**config.mk**
```make
export PLATFORM = sky130hd
export DESIGN_NAME = vaf_div
export DESIGN_NICKNAME = d
export VERILOG_FILES = /design/src/hdl/vaf_pkg.sv /design/src/hdl/vaf_div.sv
export SDC_FILE = /design/constraint.sdc
export NUM_CORES = 2
export LEC_CHECK = 0
export ABC_AREA = 0
export BUFFER_PORTS_ARGS = -buffer_cell sky130_fd_sc_hd__buf_2
export CAP_MARGIN = 20
export CORE_ASPECT_RATIO = 1.5
export CORE_UTILIZATION = 55
export DETAILED_ROUTE_END_ITERATION = 6
export PLACE_DENSITY_LB_ADDON = 0.2
export SYNTH_ARGS = -nofsm -noshare
export SYNTH_HDL_FRONTEND = slang
export SYNTH_SLANG_ARGS = --single-unit
export TNS_END_PERCENT = 50
```
**constraint.sdc**
```tcl
create_clock -name clk -period 5.13 [get_ports clk]
set_input_delay 0 -clock clk [delete_from_list [all_inputs] [get_ports clk]]
set_output_delay 0 -clock clk [all_outputs]
set_load 0.01 [all_outputs]
```
**src/hdl/vaf_pkg.sv**
```systemverilog
// ----------------------------------------------------------------------------
// vaf_pkg - shared types and constants for the fixed-point vector ALU
// Field layout of the stream words, operation and status codes, the sideband
// record that rides along the root and divide pipes, and the 32-bit clamp.
// ----------------------------------------------------------------------------
package vaf_pkg;

  localparam int W             = 32;   // component width
  localparam int N_COMP        = 4;    // components per vector
  localparam int FRAC_BITS_DEF = 16;

  localparam int PROD_W   = 2 * W;     // full product
  localparam int SUM_W    = W + 1;     // add/sub of two components
  localparam int SQSUM_W  = PROD_W + 1;
  localparam int RAD_W    = PROD_W + 2; // sum of four squares, even width
  localparam int ROOT_W   = RAD_W / 2;
  localparam int SAT_IN_W = RAD_W;

  // stream word layout
  localparam int IN_TUSER_W  = 3;
  localparam int IN_DIM_LSB  = 0;
  localparam int IN_A_LSB    = 3;
  localparam int IN_B_LSB    = IN_A_LSB + N_COMP * W;
  localparam int IN_F_LSB    = IN_B_LSB + N_COMP * W;
  localparam int IN_TDATA_W  = ((IN_F_LSB + W + 7) / 8) * 8;
  localparam int OUT_TDATA_W = (N_COMP + 1) * W;
  localparam int OUT_TUSER_W = 2;

  localparam logic [2:0] DIM_2 = 3'd2;
  localparam logic [2:0] DIM_3 = 3'd3;
  localparam logic [2:0] DIM_4 = 3'd4;

  typedef enum logic [2:0] {
    F_DOT   = 3'd0,
    F_CROSS = 3'd1,
    F_ADD   = 3'd2,
    F_SUB   = 3'd3,
    F_SCALE = 3'd4,
    F_LEN   = 3'd5,
    F_NORM  = 3'd6
  } func_e;

  typedef enum logic [1:0] {
    ST_OK   = 2'd0,
    ST_XDIM = 2'd1,
    ST_SAT  = 2'd2
  } status_e;

  // result record carried past the root and divide pipes
  typedef struct packed {
    logic [N_COMP-1:0][W-1:0] r;
    logic [W-1:0]             scalar;
    status_e                  status;
    logic                     is_len;
    logic                     is_norm;
  } side_t;

  typedef struct packed {
    logic         ovf;
    logic [W-1:0] val;
  } sat_t;

  function automatic sat_t sat32(input logic signed [SAT_IN_W-1:0] v);
    sat_t s;
    logic fits;
    fits  = (v[SAT_IN_W-1:W-1] == '0) || (v[SAT_IN_W-1:W-1] == '1);
    s.ovf = !fits;
    if (fits) begin
      s.val = v[W-1:0];
    end else if (v[SAT_IN_W-1]) begin
      s.val = {1'b1, {(W-1){1'b0}}};
    end else begin
      s.val = {1'b0, {(W-1){1'b1}}};
    end
    return s;
  endfunction

endpackage

```
**src/hdl/vaf_div.sv**
```systemverilog
// ----------------------------------------------------------------------------
// vaf_div - pipelined restoring divider for normalize
// quo = (mag << FRAC_BITS) / den, one quotient bit per stage. Expects
// mag <= den, so the quotient fits in FRAC_BITS+1 bits.
// ----------------------------------------------------------------------------
module vaf_div #(
  parameter int FRAC_BITS = vaf_pkg::FRAC_BITS_DEF
) (
  input  logic                        clk,
  input  logic                        en,
  input  logic [vaf_pkg::W-1:0]       mag,
  input  logic [vaf_pkg::ROOT_W-1:0]  den,
  output logic [FRAC_BITS:0]          quo
);

  localparam int STEPS = FRAC_BITS + 1;
  localparam int DW    = vaf_pkg::ROOT_W;
  localparam int RW    = DW + 1;

  logic [RW-1:0]    rem [STEPS];
  logic [DW-1:0]    dv  [STEPS];
  logic [STEPS-1:0] q   [STEPS];

  for (genvar k = 0; k < STEPS; k++) begin : g_step
    logic [RW-1:0]    r_sh;
    logic [DW-1:0]    d_in;
    logic [STEPS-1:0] q_in;
    logic             qbit;

    if (k == 0) begin : g_first
      assign r_sh = RW'(mag);
      assign d_in = den;
      assign q_in = '0;
    end else begin : g_rest
      assign r_sh = rem[k-1] << 1;
      assign d_in = dv[k-1];
      assign q_in = q[k-1];
    end

    assign qbit = r_sh >= RW'(d_in);

    always_ff @(posedge clk) begin
      if (en) begin
        rem[k] <= qbit ? r_sh - RW'(d_in) : r_sh;
        dv[k]  <= d_in;
        q[k]   <= {q_in[STEPS-2:0], qbit};
      end
    end
  end

  assign quo = q[STEPS-1];

endmodule

```
==> results.txt <==
Status -> completed
Yosys top cell by area -> edfxtp_1
Antenna violations before repair -> 0
Fmax -> 218.7 MHz
Gp weighted congestion -> 0.9550
Final hold violation count -> 0
Post-synthesis cell area -> 71220 um^2
Power Dens Cells -> 624.0 nW/um^2
Initial drt markers -> 2263
Critical path endpoint category -> flip-flop
Worst-skew pair later-pin latency -> 770 ps
Largest net degree at the start of global routing -> 143
CP Cell Sequence -> dlygate4sd3_1 > buf_2 > inv_1 > ha_1 > nor2b_1 > o31ai_1 > a211oi_1 > nor4bb_1 > o41ai_1 > buf_4 > a221oi_1 > nor2_1 > a21o_2 > buf_12 > mux2_2 > dlygate4sd3_1
Yosys top cell area share -> 0.5098
Vias in the first global route -> 52.56k
Final setup violation count -> 0
Crit path largest cell delay -> 610 ps
H-tree Lvls -> 3
Gr ovfl total -> 0
Max_slew headroom -> 0.2527
Hold_ws -> 98.20 ps
Final setup TNS -> 0 ps
Clock transition at path regs -> 60 ps
FF-to-FF path depth -> 11
Slowest CP cell -> nor4bb_1
Share of layout cells above drive strength 1 -> 0.08530
Async S/R FF share, synth -> 0
CTS tree -> done
CORE AREA -> 128300 um^2
Post-DR vias/cell -> 5.767
GRT Util Overall -> 0.2566
CP Max Fanout -> 45
Die area -> 131000 um^2
Slew Viols, Final -> 0
Final HPWL DP -> 130.4 mm
Root Driver -> clkbuf_16
RSZ-0062 raised after global routing -> no
Post-synthesis net count -> 7224
Most Frequent Cell on Critical Path -> dlygate4sd3_1
Crit share post-route -> 0.8912
IO Pins -> 84
Multi-input gate area -> 31760 um^2
Hold path depth -> 3
CTS Buf Count -> 118
Post-Synthesis Cells -> 6582
HP Class -> in -> reg
Reg area -> 36300 um^2
WL/cell -> 19.46 um
Initial Util -> 0.5550
Area grow syn2layout -> 11.63%
EDFF count, synth -> 1209
Peak VDD IR -> 0.0003531 V
Fin crit period -> 4572 ps
Worst-margin pin slew -> 1109 ps
Syn avg cell area -> 10.82 um^2
Seq/Total Area, Yosys -> 0.5098
Final routed DRC violation total -> 0
Cell Rows -> 161
Via Count -> 49.76k
Yosys warns -> 0
Arr. time, crit path -> 5080 ps
Unique masters post-synth -> 78
Worst clock skew -> 50.62 ps
Leakage power -> 33.03 nW
Top post-synthesis cells by area -> edfxtp_1 (51%), ha_1 (9.8%), a21oi_1 (3.8%)
Critical path data required time -> 5640 ps
Final ANT Viol Nets -> 0
Crit path launch type -> input pin
Final wirelength -> 168.0 mm
Pre-antenna DRT Iters -> 7
Chip width -> 295.8 um
Most numerous cell in the Yosys netlist -> edfxtp_1
Primary FF master, synth -> edfxtp_1
Sink Count -> 1209
IO Port Bufs -> 83
Placed cells -> 8295
MaxCap Viol Count -> 0
First-pass GRT wire length -> 260.6 mm
Post-CTS setup buffer count -> 0
Fin nets -> 7455
Synth Register Bits -> 1209
Chip height -> 442.7 um
# fillers -> 10.20k
Longest Clk Path Bufs -> 3
Total power draw -> 49.61 mW
Post-synth top cells -> edfxtp_1 (1209), inv_1 (717), ha_1 (559)
WS Path Type -> in -> reg
Fin cells -> 8629
-- routing by layer --
| layer | share of wire | GRT usage | up-vias |
|---|---|---|---|
| li1 | - | - | 24451 |
| met1 | 0.28 | 0.1825 | 23758 |
| met2 | 0.61 | 0.5598 | 961 |
| met3 | 0.023 | 0.02629 | 591 |
| met4 | 0.086 | 0.2017 | 0 |
| met5 | 0 | 0 | - |
-- registers in the layout, summed over array words and instances, names as in the netlist --
name	cells
dv	528
q	153
rem	528
-- path summary, 6_finish.rpt --
| path | from | to | slack [ps] |
|---|---|---|---|
| max | den[2] | rem[0][9]$_DFFE_PP_ | 560 |
| min | mag[15] | rem[0][15]$_DFFE_PP_ | 100 |
| max reg2reg | rem[0][142]$_DFFE_PP_ | rem[0][176]$_DFFE_PP_ | 670 |
| min reg2reg | q[2][39]$_DFFE_PP_ | q[2][57]$_DFFE_PP_ | 400 |
-- area by class of cell --
cell class,count,share of cell area
Antenna cell,1,0.00003148
Clock buffer,129,0.03766
Clock inverter,95,0.01610
Inverter,720,0.03400
Multi-Input combinational cell,4491,0.3995
Sequential cell,1209,0.4567
Tap cell,1711,0.02693
Timing Repair Buffer,273,0.02915
-- stage by stage --
stage	setup WS, ps	cell area [um^2]	utilization
after global placement	718.0	74130	0.5777
after detailed placement	684.2	74130	0.5777
after CTS	629.7	79500	0.6195
after floorplan	1391	71220	-
final	558.3	79500	0.6195
after global routing	380.4	79500	0.6195
-- kinds of logic after synthesis --
family | Yosys count | share of synthesized area
AOI/OAI and AO/OA | 1815 | 0.1604
and+or+nand+nor | 1472 | 0.09673
DFF | 1209 | 0.5098
buffers and inverters | 882 | 0.04664
adders and majority gates | 575 | 0.1027
xor gates and xnor gates | 442 | 0.05436
muxes | 187 | 0.02939
-- repair_timing --
action | in CTS | in global routing
hold buffers | 109 | 0
endpoints found under the hold margin | 196 | 0
resized for setup | 0 | 0
endpoints found under the setup margin | 0 | 0
-- power breakdown --
group | internal (mW) | switching (mW)
clock | 5.56 | 3.93
combinational | 10.2 | 13.7
sequential | 14.8 | 1.36
-- worst max-delay path: cells and delay by family --
kind,cells,cell delay [ps]
buffers and inverters,6,1640
AOI/OAI and AO/OA,5,1840
muxes,1,300
and+or+nand+nor,3,910
adders and majority gates,1,340
-- cells in the final DEF (no fill, tap or decap), types with 66 or more instances in the layout --
| cell | count |
|---|---|
| o21a_1 | 80 |
| inv_1 | 717 |
| mux2_2 | 176 |
| clkbuf_16 | 118 |
| nand4_1 | 80 |
| buf_4 | 66 |
| xor2_1 | 193 |
| nor2_1 | 402 |
| nand2b_1 | 71 |
| nand3_1 | 110 |
| xnor2_1 | 249 |
| buf_2 | 82 |
| a21o_1 | 269 |
| o21bai_1 | 72 |
| nand2_1 | 464 |
| edfxtp_1 | 1209 |
| a21oi_1 | 544 |
| nor3_1 | 83 |
| o21ai_0 | 438 |
| ha_1 | 559 |
| nor2b_1 | 75 |
| dlygate4sd3_1 | 109 |
Power figures use the tool's default switching activity.
