$ cat config.mk
export PLATFORM = sky130hd
export DESIGN_NAME = vaf_isqrt
export DESIGN_NICKNAME = d
export VERILOG_FILES = /design/src/hdl/vaf_pkg.sv /design/src/hdl/vaf_isqrt.sv
export SDC_FILE = /design/constraint.sdc
export NUM_CORES = 2
export LEC_CHECK = 0
export BUFFER_PORTS_ARGS = -buffer_cell sky130_fd_sc_hd__clkbuf_2
export CAP_MARGIN = 0
export CORE_MARGIN = 5
export CORE_UTILIZATION = 55
export DETAILED_ROUTE_END_ITERATION = 10
export PLACE_DENSITY = 0.72
export SLEW_MARGIN = 0
export SYNTH_ARGS = -nofsm -noshare
export SYNTH_HDL_FRONTEND = slang
export SYNTH_MEMORY_MAX_BITS = 65536
export SYNTH_SLANG_ARGS = --single-unit
$ cat constraint.sdc
create_clock -name clk -period 3.8 [get_ports clk]
set_input_delay 0.57 -clock clk [delete_from_list [all_inputs] [get_ports clk]]
set_output_delay 0.57 -clock clk [all_outputs]
set_load 0.05 [all_outputs]
$ cat src/hdl/vaf_pkg.sv
// ----------------------------------------------------------------------------
// vaf_pkg - shared types and constants for the fixed-point vector ALU
// Field layout of the stream words, operation and status codes, the sideband
// record that rides along the root and divide pipes, and the 32-bit clamp.
// ----------------------------------------------------------------------------
package vaf_pkg;

  localparam int W             = 32;   // component width
  localparam int N_COMP        = 4;    // components per vector
  localparam int FRAC_BITS_DEF = 16;

  localparam int PROD_W   = 2 * W;     // full product
  localparam int SUM_W    = W + 1;     // add/sub of two components
  localparam int SQSUM_W  = PROD_W + 1;
  localparam int RAD_W    = PROD_W + 2; // sum of four squares, even width
  localparam int ROOT_W   = RAD_W / 2;
  localparam int SAT_IN_W = RAD_W;

  // stream word layout
  localparam int IN_TUSER_W  = 3;
  localparam int IN_DIM_LSB  = 0;
  localparam int IN_A_LSB    = 3;
  localparam int IN_B_LSB    = IN_A_LSB + N_COMP * W;
  localparam int IN_F_LSB    = IN_B_LSB + N_COMP * W;
  localparam int IN_TDATA_W  = ((IN_F_LSB + W + 7) / 8) * 8;
  localparam int OUT_TDATA_W = (N_COMP + 1) * W;
  localparam int OUT_TUSER_W = 2;

  localparam logic [2:0] DIM_2 = 3'd2;
  localparam logic [2:0] DIM_3 = 3'd3;
  localparam logic [2:0] DIM_4 = 3'd4;

  typedef enum logic [2:0] {
    F_DOT   = 3'd0,
    F_CROSS = 3'd1,
    F_ADD   = 3'd2,
    F_SUB   = 3'd3,
    F_SCALE = 3'd4,
    F_LEN   = 3'd5,
    F_NORM  = 3'd6
  } func_e;

  typedef enum logic [1:0] {
    ST_OK   = 2'd0,
    ST_XDIM = 2'd1,
    ST_SAT  = 2'd2
  } status_e;

  // result record carried past the root and divide pipes
  typedef struct packed {
    logic [N_COMP-1:0][W-1:0] r;
    logic [W-1:0]             scalar;
    status_e                  status;
    logic                     is_len;
    logic                     is_norm;
  } side_t;

  typedef struct packed {
    logic         ovf;
    logic [W-1:0] val;
  } sat_t;

  function automatic sat_t sat32(input logic signed [SAT_IN_W-1:0] v);
    sat_t s;
    logic fits;
    fits  = (v[SAT_IN_W-1:W-1] == '0) || (v[SAT_IN_W-1:W-1] == '1);
    s.ovf = !fits;
    if (fits) begin
      s.val = v[W-1:0];
    end else if (v[SAT_IN_W-1]) begin
      s.val = {1'b1, {(W-1){1'b0}}};
    end else begin
      s.val = {1'b0, {(W-1){1'b1}}};
    end
    return s;
  endfunction

endpackage

$ cat src/hdl/vaf_isqrt.sv
// ----------------------------------------------------------------------------
// vaf_isqrt - pipelined integer square root
// One root bit per stage over ROOT_W stages; floor(sqrt(rad)).
// ----------------------------------------------------------------------------
module vaf_isqrt (
  input  logic                        clk,
  input  logic                        en,
  input  logic [vaf_pkg::RAD_W-1:0]   rad,
  output logic [vaf_pkg::ROOT_W-1:0]  root
);

  localparam int RW = vaf_pkg::RAD_W;
  localparam int QW = vaf_pkg::ROOT_W;

  logic [RW-1:0] v   [QW];
  logic [RW-1:0] res [QW];

  for (genvar k = 0; k < QW; k++) begin : g_step
    localparam logic [RW-1:0] ONE = RW'(1) << (2 * (QW - 1 - k));
    logic [RW-1:0] v_in;
    logic [RW-1:0] r_in;
    logic [RW-1:0] trial;
    logic          take;

    if (k == 0) begin : g_first
      assign v_in = rad;
      assign r_in = '0;
    end else begin : g_rest
      assign v_in = v[k-1];
      assign r_in = res[k-1];
    end

    assign trial = r_in + ONE;
    assign take  = v_in >= trial;

    always_ff @(posedge clk) begin
      if (en) begin
        v[k]   <= take ? v_in - trial : v_in;
        res[k] <= take ? (r_in >> 1) + ONE : r_in >> 1;
      end
    end
  end

  assign root = res[QW-1][QW-1:0];

endmodule

==> out/metrics.yaml <==
run_status:
  status: "complete, no violations"
place:
  gp_congestion: 0.969
  io_buffers: 100
  placed_cells: 13600
  dp.final_hpwl_um: 262000
  dpl_cell_area_sq_um: 135000
global_routing:
  grt_pass1_wl_um: 511000
  grt_pass1_vias: 84000
  antenna_found_initial: 13
  grt-ovfl-total: 0
  grt.total_usage: 0.278
  grt_max_degree: 141
yosys:
  ys.flop_type: "edfxtp_1"
  avgSynthCellArea_sq_um: 12.6
  synth_cell_type_count: 94
  syn_nets: 10900
  async_reset_ff_frac: 0
  netlist_area_sq_um: 128000
  synth-seq-cells: 2673
  yosysWarnings: 0
  yosysSeqAreaShare: 0.626
  synth_cells: 10200
  synth-edff-count: 2673
sta:
  setup_violations: 0
  finalClockSkew_ps: 55.6
  clock.fmax_ghz: 0.270
  tightest_slew_ps: 951
  max-slew-margin-rel: 0.366
  final.min_clock_period_ps: 3700
  rsz0062_at_grt: "true"
  fin_hold_ws_ps: 331
  hold_violations: 0
  timing.final.crit_share: 0.974
  drv_slew: 0
finish:
  syn2layout_area_growth_pct: 13.7
  layout-drive-gt1-share: 0.106
  stdcell_area_sq_um: 146000
  fin_cells: 14100
  fin_util: 0.627
  nets: 11500
drt:
  ant_nets: 0
  vias_per_cell: 5.96
  routed_wl_um: 345000
  vias: 84300
  drtIter0Drc: 7381
  avgRoutedWirePerCell_um: 24.4
  drc: 0
  dr.pass1.iters: 6
clocking:
  clk-insertion-delay-late_ps: 940
  cts_tree: "done"
  cts_max_level: 5
  cts-root-buf: "clkbuf_16"
  clkTransAtPathRegs_ps: 60
  cts.sinks: 2673
  cts_buffers: 294
  cts.path.max_buffers: 4
setup_path:
  cp_slowest_cell: "a2111oi_0"
  crit_top_cell: "o21ai_0"
  cp-end-kind: "flop"
  crit_type: "flop to flop"
  critPathRequiredTime_ps: 4420
  crit_family: "compound AO/OA/AOI/OAI gates"
  start_kind: "flop"
  max_stage_delay_ps: 600
  worst-r2r-cell-count: 11
  critical_path_arrival_ps: 4320
  critPathMaxFanout: 4
  worstPathCellList: "ha_1 > o21a_1 > o21ai_0 > nand2_1 > a21o_1 > a31o_2 > a311oi_1 > buf_4 > o21ai_0 > a2111oi_0 > xor2_1"
  cp_num_buf_inv: 1
  path_depth: 11
die:
  rows: 177
  start_util: 0.552
  fp.dieH_um: 493
  core-area_sq_um: 232000
  ios: 101
  die_area_sq_um: 243000
  die_w_um: 493
pwr:
  swShare: 0.301
  p_int_mw: 63.2
  p_clk_frac: 0.314
  vdd_ir_drop_max_v: 0.000452
  p_per_area_nw_per_um2: 620
  p_sw_mw: 27.2
  leakage_nw: 55.6
  power_frac_seq: 0.455
  combPwrFrac: 0.232
  power.total_mw: 90.4
min_path:
  whs_path_depth: 2
  min_path_type: "input port to flop"
flow_run:
  cap_violations: 0
==> routing by layer <==
layer  part of all wire  GRT usage  wire length, um  vias to the layer above
met2               0.51      0.503           177000                     2855
met1               0.35      0.304           121000                    40900
li1                   -          -                -                    39600
met3              0.048     0.0364            16500                      907
met5           0.000038          0               13                        -
met4              0.085      0.192            29400                        2
==> Yosys cell counts (all sizes together), types with 17 or more instances <==
| cell | n | area, sq um |
|---|---|---|
| a2111oi | 17 | 155 |
| a211oi | 46 | 345 |
| a21boi | 27 | 203 |
| a21o | 258 | 1940 |
| a21oi | 703 | 3520 |
| a31oi | 64 | 400 |
| and2 | 28 | 175 |
| and3 | 44 | 275 |
| and4 | 18 | 158 |
| buf | 39 | 205 |
| clkbuf | 174 | 654 |
| edfxtp | 2673 | 80300 |
| ha | 590 | 7380 |
| inv | 720 | 2700 |
| mux2 | 105 | 1190 |
| nand2 | 607 | 2280 |
| nand2b | 118 | 738 |
| nand3 | 187 | 941 |
| nand3b | 20 | 150 |
| nand4 | 168 | 1070 |
| nand4b | 28 | 245 |
| nor2 | 755 | 2830 |
| nor2b | 96 | 601 |
| nor3 | 268 | 1360 |
| nor3b | 28 | 215 |
| nor4 | 368 | 2330 |
| nor4b | 40 | 350 |
| o211ai | 35 | 263 |
| o21a | 113 | 848 |
| o21ai | 403 | 2020 |
| o21bai | 54 | 405 |
| o31ai | 42 | 315 |
| or2 | 40 | 250 |
| or3 | 95 | 599 |
| or4 | 72 | 548 |
| xnor2 | 510 | 4470 |
| xor2 | 433 | 3790 |
==> power groups by stage <==
stage / clock [mW] / sequential [mW] / combinational, mW
finish: 28.4 / 41.1 / 20.9
global placement: 0 / 41.5 / 20.2
detailed placement: 0 / 41.6 / 20.5
global route: 30.1 / 41.3 / 22.9
CTS: 28.8 / 41.0 / 20.7
floorplan: 0 / 39.7 / 13.9
==> path summary, 6_finish.rpt <==
| path | slack (ps) | start | to |
|---|---|---|---|
| max | 100 | v[0][1408] | v[0][1499] |
| min | 330 | rad[38] | v[0][38] |
| max reg2reg | 100 | v[0][1408] | v[0][1499] |
| min reg2reg | 410 | res[1][305] | res[1][370] |
==> kinds of logic (layout without fill, tap and decap cells) <==
kind of cell | Yosys count | after routing | share of synthesized area
muxes | 114 | 114 | 0.00996
other | 0 | 12 | 0
AOI/OAI and AO/OA | 1931 | 1931 | 0.0931
buffers and inverters | 935 | 1819 | 0.0279
DFF | 2673 | 2673 | 0.626
xor gates and xnor gates | 943 | 943 | 0.0645
and+or+nand+nor | 3014 | 3014 | 0.121
adders and majority gates | 590 | 590 | 0.0576
==> cell type report <==
class / instances / area, sq um
antenna: 12 / 30.0
clock buffer: 344 / 7710
clock inverter: 158 / 1770
fill: 17300 / 86700
inverter: 722 / 2710
multi-input combinational: 6592 / 44600
sequential: 2673 / 80300
tap: 3043 / 3810
timing repair buffer: 595 / 4740
==> timing repair <==
item	in CTS	in global routing
setup buffers	0	7
resized for setup	3	44
setup endpoints to repair	8	137
hold buffers	68	0
pin swaps	0	4
hold endpoints to repair	74	0
==> registers in the layout (all words and copies together), names as in the netlist <==
| signal | cells |
|---|---|
| res | 561 |
| v | 2112 |
==> layout by cell type (no fill, tap or decap), types with 262 or more instances in the layout <==
cell / instances
nor3_1: 262
edfxtp_1: 2673
inv_1: 717
ha_1: 590
xor2_1: 433
o21ai_0: 392
xnor2_1: 509
clkbuf_16: 302
nor2_1: 755
buf_4: 400
nor4_1: 355
nand2_1: 605
a21oi_1: 696
==> stage by stage <==
stage	setup slack, ps	setup TNS (ps)
2_1_floorplan	446	0
3_3_place_gp	-138	-306
3_5_place_dp	-117	-223
4_1_cts	14.4	0
5_1_grt	-93.1	-183
6_report	98.3	0
(Power assumes the default switching activity.)
